### config.mk
export PLATFORM = sky130hd
export DESIGN_NAME = ntc_adc_temperature_converter
export DESIGN_NICKNAME = d
export VERILOG_FILES = /design/src/hw/rtl/ntc_pkg.sv /design/src/hw/rtl/ntc_seq.sv /design/src/hw/rtl/ntc_adc_temperature_converter.sv
export SDC_FILE = /design/constraint.sdc
export NUM_CORES = 2
export LEC_CHECK = 0
export BUFFER_PORTS_ARGS = -buffer_cell sky130_fd_sc_hd__clkbuf_2
export CAP_MARGIN = 20
export CORE_MARGIN = 5
export CORE_UTILIZATION = 50
export DETAILED_ROUTE_END_ITERATION = 10
export PLACE_DENSITY = 0.66
export SLEW_MARGIN = 25
export SYNTH_ARGS = -nofsm -noshare
export SYNTH_HDL_FRONTEND = slang
export SYNTH_SLANG_ARGS = --single-unit
### constraint.sdc
create_clock -name i_clk -period 9.35 [get_ports i_clk]
set_clock_uncertainty 0.1 [all_clocks]
set_input_delay 0.4675 -clock i_clk [delete_from_list [all_inputs] [get_ports i_clk]]
set_output_delay 0.4675 -clock i_clk [all_outputs]
set_load 0.02 [all_outputs]
### src/hw/rtl/ntc_pkg.sv
// ----------------------------------------------------------------------------
// ntc_pkg
// Types, table contents and microcode encodings for the thermistor converter.
// ----------------------------------------------------------------------------
package ntc_pkg;

    localparam int ROM_POINTS = 33;
    localparam int IDX_W      = 6;
    localparam int XW         = 32;
    localparam int YW         = 19;
    localparam int QW         = 16;
    localparam int CNT_W      = 5;
    localparam int PC_W       = 4;
    localparam int THR_LSB    = 4;
    localparam int THR_MSB    = 11;
    localparam int ADC_HI_W   = 4;
    localparam int MASK_W     = 8;

    localparam logic [CNT_W-1:0] DIV_STEPS = CNT_W'(QW);

    typedef logic [IDX_W-1:0] t_idx;
    typedef logic [PC_W-1:0]  t_pc;

    // voltage codes, falling with the index
    localparam logic signed [YW-1:0] VOLT_ROM [ROM_POINTS] = '{
        19'sh00F8D, 19'sh00F6A, 19'sh00F29, 19'sh00EE4, 19'sh00E9D, 19'sh00E3F,
        19'sh00DBF, 19'sh00D33, 19'sh00C97, 19'sh00BF5, 19'sh00B3A, 19'sh00A42,
        19'sh007F1, 19'sh00734, 19'sh0066B, 19'sh005A3, 19'sh004EE, 19'sh00446,
        19'sh0043A, 19'sh00430, 19'sh003C3, 19'sh003BD, 19'sh0033B, 19'sh002BB,
        19'sh00259, 19'sh00206, 19'sh001CE, 19'sh00191, 19'sh00160, 19'sh0012E,
        19'sh000F9, 19'sh000D7, 19'sh0009F
    };

    // millidegrees, rising with the index
    localparam logic signed [YW-1:0] TEMP_ROM [ROM_POINTS] = '{
        -19'sd26428, -19'sd21922, -19'sd15958, -19'sd11060, -19'sd6890,
        -19'sd2264,   19'sd2961,   19'sd7818,   19'sd12525,  19'sd16945,
         19'sd21623,  19'sd27431,  19'sd40631,  19'sd44960,  19'sd49757,
         19'sd54854,  19'sd59898,  19'sd65076,  19'sd65779,  19'sd65856,
         19'sd69654,  19'sd69873,  19'sd74910,  19'sd80691,  19'sd85844,
         19'sd90915,  19'sd94873,  19'sd99720,  19'sd104216, 19'sd109531,
         19'sd116445, 19'sd121600, 19'sd131839
    };

    typedef enum logic [3:0] {
        U_WAIT,
        U_CHECK,
        U_CLAMP_LO,
        U_CLAMP_HI,
        U_SEARCH_INIT,
        U_SEARCH,
        U_SEGMENT,
        U_MUL,
        U_DIV,
        U_ADD,
        U_OUT,
        U_NOP
    } t_uop;

    typedef enum logic [3:0] {
        C_NEVER,
        C_IN_IDLE,
        C_DISABLED,
        C_CLAMP_LO,
        C_CLAMP_HI,
        C_SEARCH_GO,
        C_CNT_MORE,
        C_OUT_BUSY,
        C_ALWAYS
    } t_cond;

    typedef struct packed {
        t_uop  uop;
        t_cond cond;
        t_pc   target;
    } t_ctrl;

    typedef struct packed {
        logic in_valid;
        logic disabled;
        logic clamp_lo;
        logic clamp_hi;
        logic search_go;
        logic cnt_more;
        logic out_busy;
    } t_flags;

endpackage

### src/hw/rtl/ntc_seq.sv
// ----------------------------------------------------------------------------
// ntc_seq
// Microcode store and step counter; issues one micro-op per cycle.
// ----------------------------------------------------------------------------
module ntc_seq (
    input  logic          i_clk,
    input  logic          i_rst_n,
    input  ntc_pkg::t_flags i_flags,
    output ntc_pkg::t_uop o_uop
);
    import ntc_pkg::*;

    localparam t_pc PcWait   = 4'd0;
    localparam t_pc PcSearch = 4'd5;
    localparam t_pc PcDiv    = 4'd8;
    localparam t_pc PcOut    = 4'd10;

    t_pc   r_pc;
    t_pc   n_pc;
    t_ctrl ctrl;
    logic  take;

    // program store
    always_comb begin
        case (r_pc)
            4'd0:    ctrl = '{uop: U_WAIT,        cond: C_IN_IDLE,   target: PcWait};
            4'd1:    ctrl = '{uop: U_CHECK,       cond: C_DISABLED,  target: PcOut};
            4'd2:    ctrl = '{uop: U_CLAMP_LO,    cond: C_CLAMP_LO,  target: PcOut};
            4'd3:    ctrl = '{uop: U_CLAMP_HI,    cond: C_CLAMP_HI,  target: PcOut};
            4'd4:    ctrl = '{uop: U_SEARCH_INIT, cond: C_NEVER,     target: PcWait};
            4'd5:    ctrl = '{uop: U_SEARCH,      cond: C_SEARCH_GO, target: PcSearch};
            4'd6:    ctrl = '{uop: U_SEGMENT,     cond: C_NEVER,     target: PcWait};
            4'd7:    ctrl = '{uop: U_MUL,         cond: C_NEVER,     target: PcWait};
            4'd8:    ctrl = '{uop: U_DIV,         cond: C_CNT_MORE,  target: PcDiv};
            4'd9:    ctrl = '{uop: U_ADD,         cond: C_NEVER,     target: PcWait};
            4'd10:   ctrl = '{uop: U_OUT,         cond: C_OUT_BUSY,  target: PcOut};
            default: ctrl = '{uop: U_NOP,         cond: C_ALWAYS,    target: PcWait};
        endcase
    end

    always_comb begin
        case (ctrl.cond)
            C_NEVER:     take = 1'b0;
            C_IN_IDLE:   take = !i_flags.in_valid;
            C_DISABLED:  take = i_flags.disabled;
            C_CLAMP_LO:  take = i_flags.clamp_lo;
            C_CLAMP_HI:  take = i_flags.clamp_hi;
            C_SEARCH_GO: take = i_flags.search_go;
            C_CNT_MORE:  take = i_flags.cnt_more;
            C_OUT_BUSY:  take = i_flags.out_busy;
            C_ALWAYS:    take = 1'b1;
            default:     take = 1'b0;
        endcase
    end

    assign n_pc  = take ? ctrl.target : r_pc + t_pc'(1);
    assign o_uop = ctrl.uop;

    always_ff @(posedge i_clk) begin
        if (!i_rst_n) begin
            r_pc <= PcWait;
        end else begin
            r_pc <= n_pc;
        end
    end

endmodule

### src/hw/rtl/ntc_adc_temperature_converter.sv
// sequence: a disabled channel goes from the check to the output, an input beyond a
// table end through the clamp steps, an interpolated value through search, segment,
// multiply, 16-step bit-serial divide and add; one item at a time, the next input
// taken only once the result is loaded into the output register
// reset: synchronous, active low; clears the channel enable mask to 0, the
// step counter and the result valid
// ----------------------------------------------------------------------------
// ntc_adc_temperature_converter
// Thermistor ADC code to temperature and trip temperature to threshold byte,
// by piecewise linear interpolation over a fixed table.
// ----------------------------------------------------------------------------
module ntc_adc_temperature_converter #(
    parameter int TABLE_ENTRIES = 33,
    parameter int CHANNELS      = 8
) (
    input  logic                            i_clk,
    input  logic                            i_rst_n,
    input  logic                            i_cfg_valid,
    output logic                            o_cfg_ready,
    input  logic [ntc_pkg::MASK_W-1:0]      i_cfg_data,
    input  logic                            i_valid,
    output logic                            o_ready,
    input  logic                            i_op,
    input  logic [2:0]                      i_channel,
    input  logic [7:0]                      i_adc_low_byte,
    input  logic [7:0]                      i_adc_high_byte,
    input  logic signed [31:0]              i_trip_temp,
    output logic                            o_valid,
    input  logic                            i_ready,
    output logic                            o_status,
    output logic signed [18:0]              o_temperature,
    output logic [7:0]                      o_threshold_byte,
    output logic [2:0]                      o_channel_out
);
    import ntc_pkg::*;

    localparam int UsedPoints = (TABLE_ENTRIES < ROM_POINTS) ? TABLE_ENTRIES : ROM_POINTS;
    localparam t_idx LastIdx = IDX_W'(UsedPoints - 1);
    localparam logic [3:0] ChanLimit = 4'(CHANNELS);

    function automatic logic signed [YW-1:0] tab_x(input logic op, input t_idx idx);
        return op ? TEMP_ROM[idx] : VOLT_ROM[idx];
    endfunction

    function automatic logic signed [YW-1:0] tab_y(input logic op, input t_idx idx);
        return op ? VOLT_ROM[idx] : TEMP_ROM[idx];
    endfunction

    function automatic logic signed [XW-1:0] sx(input logic signed [YW-1:0] v);
        return {{(XW-YW){v[YW-1]}}, v};
    endfunction

    t_uop   uop;
    t_flags flags;

    logic [MASK_W-1:0]     r_mask;
    logic                  r_op;
    logic [2:0]            r_chan;
    logic signed [XW-1:0]  r_x;
    logic                  r_status;
    logic signed [YW-1:0]  r_y;
    logic signed [YW-1:0]  r_ybase;
    t_idx                  r_lo;
    t_idx                  r_hi;
    logic [QW-1:0]         r_dy;
    logic [QW-1:0]         r_n;
    logic [QW-1:0]         r_d;
    logic [QW-1:0]         r_rem;
    logic [QW-1:0]         r_quo;
    logic [CNT_W-1:0]      r_cnt;
    logic                  r_o_valid;
    logic                  r_o_status;
    logic signed [YW-1:0]  r_o_temp;
    logic [7:0]            r_o_thr;
    logic [2:0]            r_o_chan;

    logic                  enabled;
    logic [IDX_W:0]        mid_sum;
    t_idx                  mid;
    logic signed [XW-1:0]  tx_mid;
    logic signed [XW-1:0]  tx_first;
    logic signed [XW-1:0]  tx_last;
    logic                  hit_mid;
    t_idx                  prev_idx;
    logic signed [YW-1:0]  x_i;
    logic signed [YW-1:0]  x_p;
    logic signed [YW-1:0]  y_i;
    logic signed [YW-1:0]  y_p;
    logic signed [YW:0]    dx_full;
    logic signed [YW:0]    dy_full;
    logic signed [XW:0]    n_full;
    logic [2*QW-1:0]       prod;
    logic [QW:0]           div_shift;
    logic [QW+1:0]         div_diff;
    logic                  div_take;
    logic signed [YW-1:0]  quo_ext;
    logic                  out_load;

    ntc_seq u_seq (
        .i_clk   (i_clk),
        .i_rst_n (i_rst_n),
        .i_flags (flags),
        .o_uop   (uop)
    );

    assign o_ready     = (uop == U_WAIT);
    assign o_cfg_ready = 1'b1;

    assign enabled = ({1'b0, r_chan} < ChanLimit) && r_mask[r_chan];

    // binary search probe
    assign mid_sum = {1'b0, r_lo} + {1'b0, r_hi};
    assign mid     = mid_sum[IDX_W:1];
    assign tx_mid  = sx(tab_x(r_op, mid));
    assign hit_mid = r_op ? (tx_mid >= r_x) : (tx_mid <= r_x);

    assign tx_first = sx(tab_x(r_op, '0));
    assign tx_last  = sx(tab_x(r_op, LastIdx));

    // segment operands; the three differences are taken as magnitudes when registered
    assign prev_idx = r_lo - t_idx'(1);
    assign x_i      = tab_x(r_op, r_lo);
    assign x_p      = tab_x(r_op, prev_idx);
    assign y_i      = tab_y(r_op, r_lo);
    assign y_p      = tab_y(r_op, prev_idx);
    assign dx_full  = (YW+1)'(x_p) - (YW+1)'(x_i);
    assign dy_full  = (YW+1)'(y_p) - (YW+1)'(y_i);
    assign n_full   = (XW+1)'(r_x) - (XW+1)'(sx(x_i));

    assign prod = r_dy * r_n;

    // restoring divide, one quotient bit per step
    assign div_shift = {r_rem, r_quo[QW-1]};
    assign div_diff  = {1'b0, div_shift} - {2'b00, r_d};
    assign div_take  = !div_diff[QW+1];

    assign quo_ext = signed'({{(YW-QW){1'b0}}, r_quo});

    assign out_load = (uop == U_OUT) && !flags.out_busy;

    always_comb begin
        flags.in_valid  = i_valid;
        flags.disabled  = !r_op && !enabled;
        flags.clamp_lo  = r_op ? (tx_first >= r_x) : (tx_first <= r_x);
        flags.clamp_hi  = r_op ? (r_x >= tx_last) : (r_x <= tx_last);
        flags.search_go = (r_lo != r_hi);
        flags.cnt_more  = (r_cnt != CNT_W'(1));
        flags.out_busy  = r_o_valid && !i_ready;
    end

    always_ff @(posedge i_clk) begin
        if (!i_rst_n) begin
            r_mask <= '0;
        end else if (i_cfg_valid) begin
            r_mask <= i_cfg_data;
        end
    end

    always_ff @(posedge i_clk) begin
        if (!i_rst_n) begin
            r_o_valid <= 1'b0;
        end else if (out_load) begin
            r_o_valid <= 1'b1;
        end else if (i_ready) begin
            r_o_valid <= 1'b0;
        end
    end

    always_ff @(posedge i_clk) begin
        case (uop)
            U_WAIT: begin
                if (i_valid) begin
                    r_op   <= i_op;
                    r_chan <= i_channel;
                    if (i_op) begin
                        r_x <= i_trip_temp;
                    end else begin
                        r_x <= signed'({{(XW-12){1'b0}}, i_adc_high_byte[ADC_HI_W-1:0],
                                        i_adc_low_byte});
                    end
                end
            end
            U_CHECK: begin
                r_status <= flags.disabled;
                r_y      <= '0;
            end
            U_CLAMP_LO: begin
                if (flags.clamp_lo) begin
                    r_y <= tab_y(r_op, '0);
                end
            end
            U_CLAMP_HI: begin
                if (flags.clamp_hi) begin
                    r_y <= tab_y(r_op, LastIdx);
                end
            end
            U_SEARCH_INIT: begin
                r_lo <= t_idx'(1);
                r_hi <= LastIdx;
            end
            U_SEARCH: begin
                if (flags.search_go) begin
                    if (hit_mid) begin
                        r_hi <= mid;
                    end else begin
                        r_lo <= mid + t_idx'(1);
                    end
                end
            end
            U_SEGMENT: begin
                r_ybase <= y_i;
                r_d     <= dx_full[YW] ? QW'(-dx_full) : QW'(dx_full);
                r_dy    <= dy_full[YW] ? QW'(-dy_full) : QW'(dy_full);
                r_n     <= n_full[XW] ? QW'(-n_full) : QW'(n_full);
            end
            U_MUL: begin
                r_rem <= prod[2*QW-1:QW];
                r_quo <= prod[QW-1:0];
                r_cnt <= DIV_STEPS;
            end
            U_DIV: begin
                r_rem <= div_take ? div_diff[QW-1:0] : div_shift[QW-1:0];
                r_quo <= {r_quo[QW-2:0], div_take};
                r_cnt <= r_cnt - CNT_W'(1);
            end
            U_ADD: begin
                // temperature falls toward the segment start, code rises
                r_y <= r_op ? (r_ybase + quo_ext) : (r_ybase - quo_ext);
            end
            U_OUT: begin
                if (out_load) begin
                    r_o_status <= r_status;
                    r_o_temp   <= r_op ? '0 : r_y;
                    r_o_thr    <= r_op ? r_y[THR_MSB:THR_LSB] : '0;
                    r_o_chan   <= r_chan;
                end
            end
            default: begin
            end
        endcase
    end

    assign o_valid          = r_o_valid;
    assign o_status         = r_o_status;
    assign o_temperature    = r_o_temp;
    assign o_threshold_byte = r_o_thr;
    assign o_channel_out    = r_o_chan;

endmodule

==> results.yml <==
pwr:
  p_seq_share_pct: 20.6
  intPower_mw: 4.51
  combPwrFrac_pct: 66.4
  power.density_mw_per_mm2: 273
  power_switching_mw: 3.98
  clock_power_share_pct: 13.0
  max-vdd-ir-drop_v: 0.000246
  power_mw: 8.49
  p_leak_nw: 13.7
  swShare_pct: 46.9
worst_setup_path:
  critical_path_depth: 23
  crit_fanout: 41
  critPathKind: "flop to flop"
  crit_chain: "buf_4 > inv_1 > ha_1 > inv_1 > ha_1 > buf_4 > nor2_1 > a21oi_1 > nor2_1 > o311ai_0 > nor2_1 > nor2_1 > ha_1 > nor2b_1 > o21a_1 > or3_4 > a21o_1 > or4_4 > a21oi_1 > nand4_1 > nor4b_1 > a31oi_1 > xnor2_1"
  start_kind: "flop"
  worst_path_max_delay_cell: "o311ai_0"
  cp_data_arrival_time_ns: 7.44
  critPathTopFamily: "simple AND/OR/NAND/NOR gates"
  cp_data_required_time_ns: 9.54
  reg2reg_depth: 23
  critPathBufInv: 4
  end_kind: "flop"
  crit_path_frequent_cell: "nor2_1"
  r2r_setup_slack_ns: 2.09
  max_stage_delay_ns: 0.55
cts:
  clk_pin_slew_ns: 0.06
  clock_latency_ns: 0.57
  cts_buffers: 26
  postCtsHoldBufs: 3
  cts_setup_buffers: 0
  cts_tree: "done"
  cts-root-buf: "clkbuf_16"
  cts.repair.resized: 0
  clock-sinks: 227
  h-tree-depth: 1
  cts_buffer_depth: 3
cells_and_area:
  final_nets: 3964
  drive_above_1_share_pct: 7.26
  antenna_cells: 0
  syn2layout_area_growth_pct: 7.60
  fin_area_mm2: 0.0311
  layout_common_cells: "inv_1, nand2_1, ha_1, nor2_1, a21oi_1"
  post_layout_nonfiller_instances: 4166
  mostFrequentLayoutCell: "inv_1"
  fill_cells: 5323
outcome:
  status: "finished clean"
sta:
  timing.hold.ws_ns: 0.0730
  period_needed_ns: 7.26
  tightestPinTransition_ns: 0.955
  slew_headroom_pct: 36.0
  timing.setup.tns_ns: 0
  hold_viol: 0
  period_share_pct: 77.6
  setup_viol: 0
  slew_viol_final: 0
  rsz0062_at_grt: "no"
  clock.fmax_ghz: 0.138
floorplanning:
  die_x_um: 251
  dieHeight_um: 251
  core_area_mm2: 0.0575
  io_pins: 99
  start_util_pct: 50.3
  num_rows: 88
  dieArea_mm2: 0.0628
synth:
  synth_nets: 3961
  synth_edf_count: 203
  syn-instance-count: 3378
  yosys.area_share.simple_pct: 18.8
  yosysTopAreaCellShare_pct: 21.1
  ys_seq_area_share_pct: 22.7
  synth_compound_area_share_pct: 16.5
  synth_seq_cells: 227
  synth_area_per_cell_um2: 8.57
  async_flop_share_pct: 0
  synth-xor-area-share_pct: 5.15
  synth_flop_cell: "edfxtp_1"
  synth_mux_area_share_pct: 2.49
  yosysTopAreaCell: "edfxtp_1"
  netlist_area_mm2: 0.0289
  synth_top_family_by_area: "adder cells"
  synth-warning-count: 0
  synth_fa_ha_area_share_pct: 27.6
  synth.distinct_cells: 84
  synth.area.top_cells: "edfxtp_1, fa_1, ha_1"
routing:
  totalWireLength_um: 80900
  met1Wirelength_um: 35400
  top_layer_used: "met4"
  routedWlPerCell_um: 19.4
  met2_length_um: 38200
  drc: 0
  wl_met3_um: 5030
  num_vias: 24800
  final_antenna_net_count: 0
  drt_first_pass_iters: 6
  drt_iter0_markers: 2360
  vias_per_cell: 5.95
place:
  dp_cells: 4115
  gp_congestion: 0.966
  port_buffers: 93
  place_area_mm2: 0.0302
  place_hpwl_um: 62700
min_path:
  hold_class: "input pin to flop"
  whs_path_depth: 3
grt:
  overflow: 0
  antenna_found_initial: 1
  grt_util_all_layers_pct: 25.0
  grt_pass1_wl_um: 130000
  grt_max_degree: 150
  grt_pass1_vias: 24500
job:
  cap_violations: 0
power by group through the flow:
stage / Clock (mW) / Combinational (mW) / Sequential, mW
6_report: 1.10 / 5.64 / 1.75
5_1_grt: 1.17 / 6.30 / 1.77
4_1_cts: 1.13 / 5.61 / 1.74
3_5_place_dp: 0 / 5.57 / 1.76
3_3_place_gp: 0 / 5.43 / 1.75
2_1_floorplan: 0 / 4.28 / 1.68
routing by layer:
layer / vias up / global-route usage, %
met3: 164 / 2.67
li1: 11700 / -
met5: - / 0
met2: 937 / 41.7
met1: 12000 / 34.8
met4: 0 / 6.92
worst paths after layout:
check	start	endpoint
worst max-delay path	r_lo[0]	r_d[14]
worst max register to register	r_lo[0]	r_d[14]
worst min-delay path	i_cfg_data[2]	r_mask[2]
worst min register to register	r_status	o_status
sequential cells by signal, indices dropped and copies added (netlist names), 4 cells and up:
register,count
r_x,32
o_temperature,19
r_y,19
r_ybase,19
r_d,16
r_dy,16
r_n,16
r_quo,16
r_rem,16
u_seq.ctrl,11
o_threshold_byte,8
r_mask,8
r_hi,6
r_lo,6
r_cnt,5
u_seq.r_pc,4
worst register-to-register path, stage by stage (launching register included):
cell      delay, ns
edfxtp_1       0.39
buf_4          0.25
inv_1          0.56
ha_1           0.53
inv_1          0.32
ha_1           0.40
buf_4          0.37
nor2_1         0.12
a21oi_1        0.13
nor2_1         0.06
o311ai_0       0.55
nor2_1         0.08
nor2_1         0.33
ha_1           0.30
nor2b_1        0.13
o21a_1         0.18
or3_4          0.34
a21o_1         0.20
or4_4          0.42
a21oi_1        0.32
nand4_1        0.14
nor4b_1        0.44
a31oi_1        0.17
xnor2_1        0.15
per-stage QoR:
step | utilization, % | worst slack [ns]
after floorplan | - | 2.89
after global placement | 52.5 | 2.40
after detailed placement | 52.5 | 2.22
after CTS | 54.2 | 2.16
after global routing | 54.2 | 1.68
final | 54.2 | 2.09
final cells by class:
type                    count  area [µm²]  area share (%)
multi-input cells        2634       20500            65.9
clock buffers              30         676            2.17
clock inverters            18         263           0.844
flip-flops and latches    227        6580            21.1
well taps                 765         957            3.07
repair buffers            136         808            2.60
inverters                 356        1340            4.29
synth_stat cells (all sizes together) (58+ instances only):
cell type	instances
nor3	68
edfxtp	203
nor2	275
ha	318
nand3	60
fa	200
nor2b	60
clkbuf	133
o21ai	167
a21o	58
and2	158
xnor2	117
a21oi	228
nand2	340
inv	352
cell families (layout without fill, tap and decap cells):
logic type,count (synthesis),after routing
simple gates,1130,1130
fa+ha+maj,518,518
xor+xnor,170,170
flops,227,227
buf+inv,517,540
compound gates,751,751
mux,64,64
other cells,1,1
(Power assumes the default switching activity.)
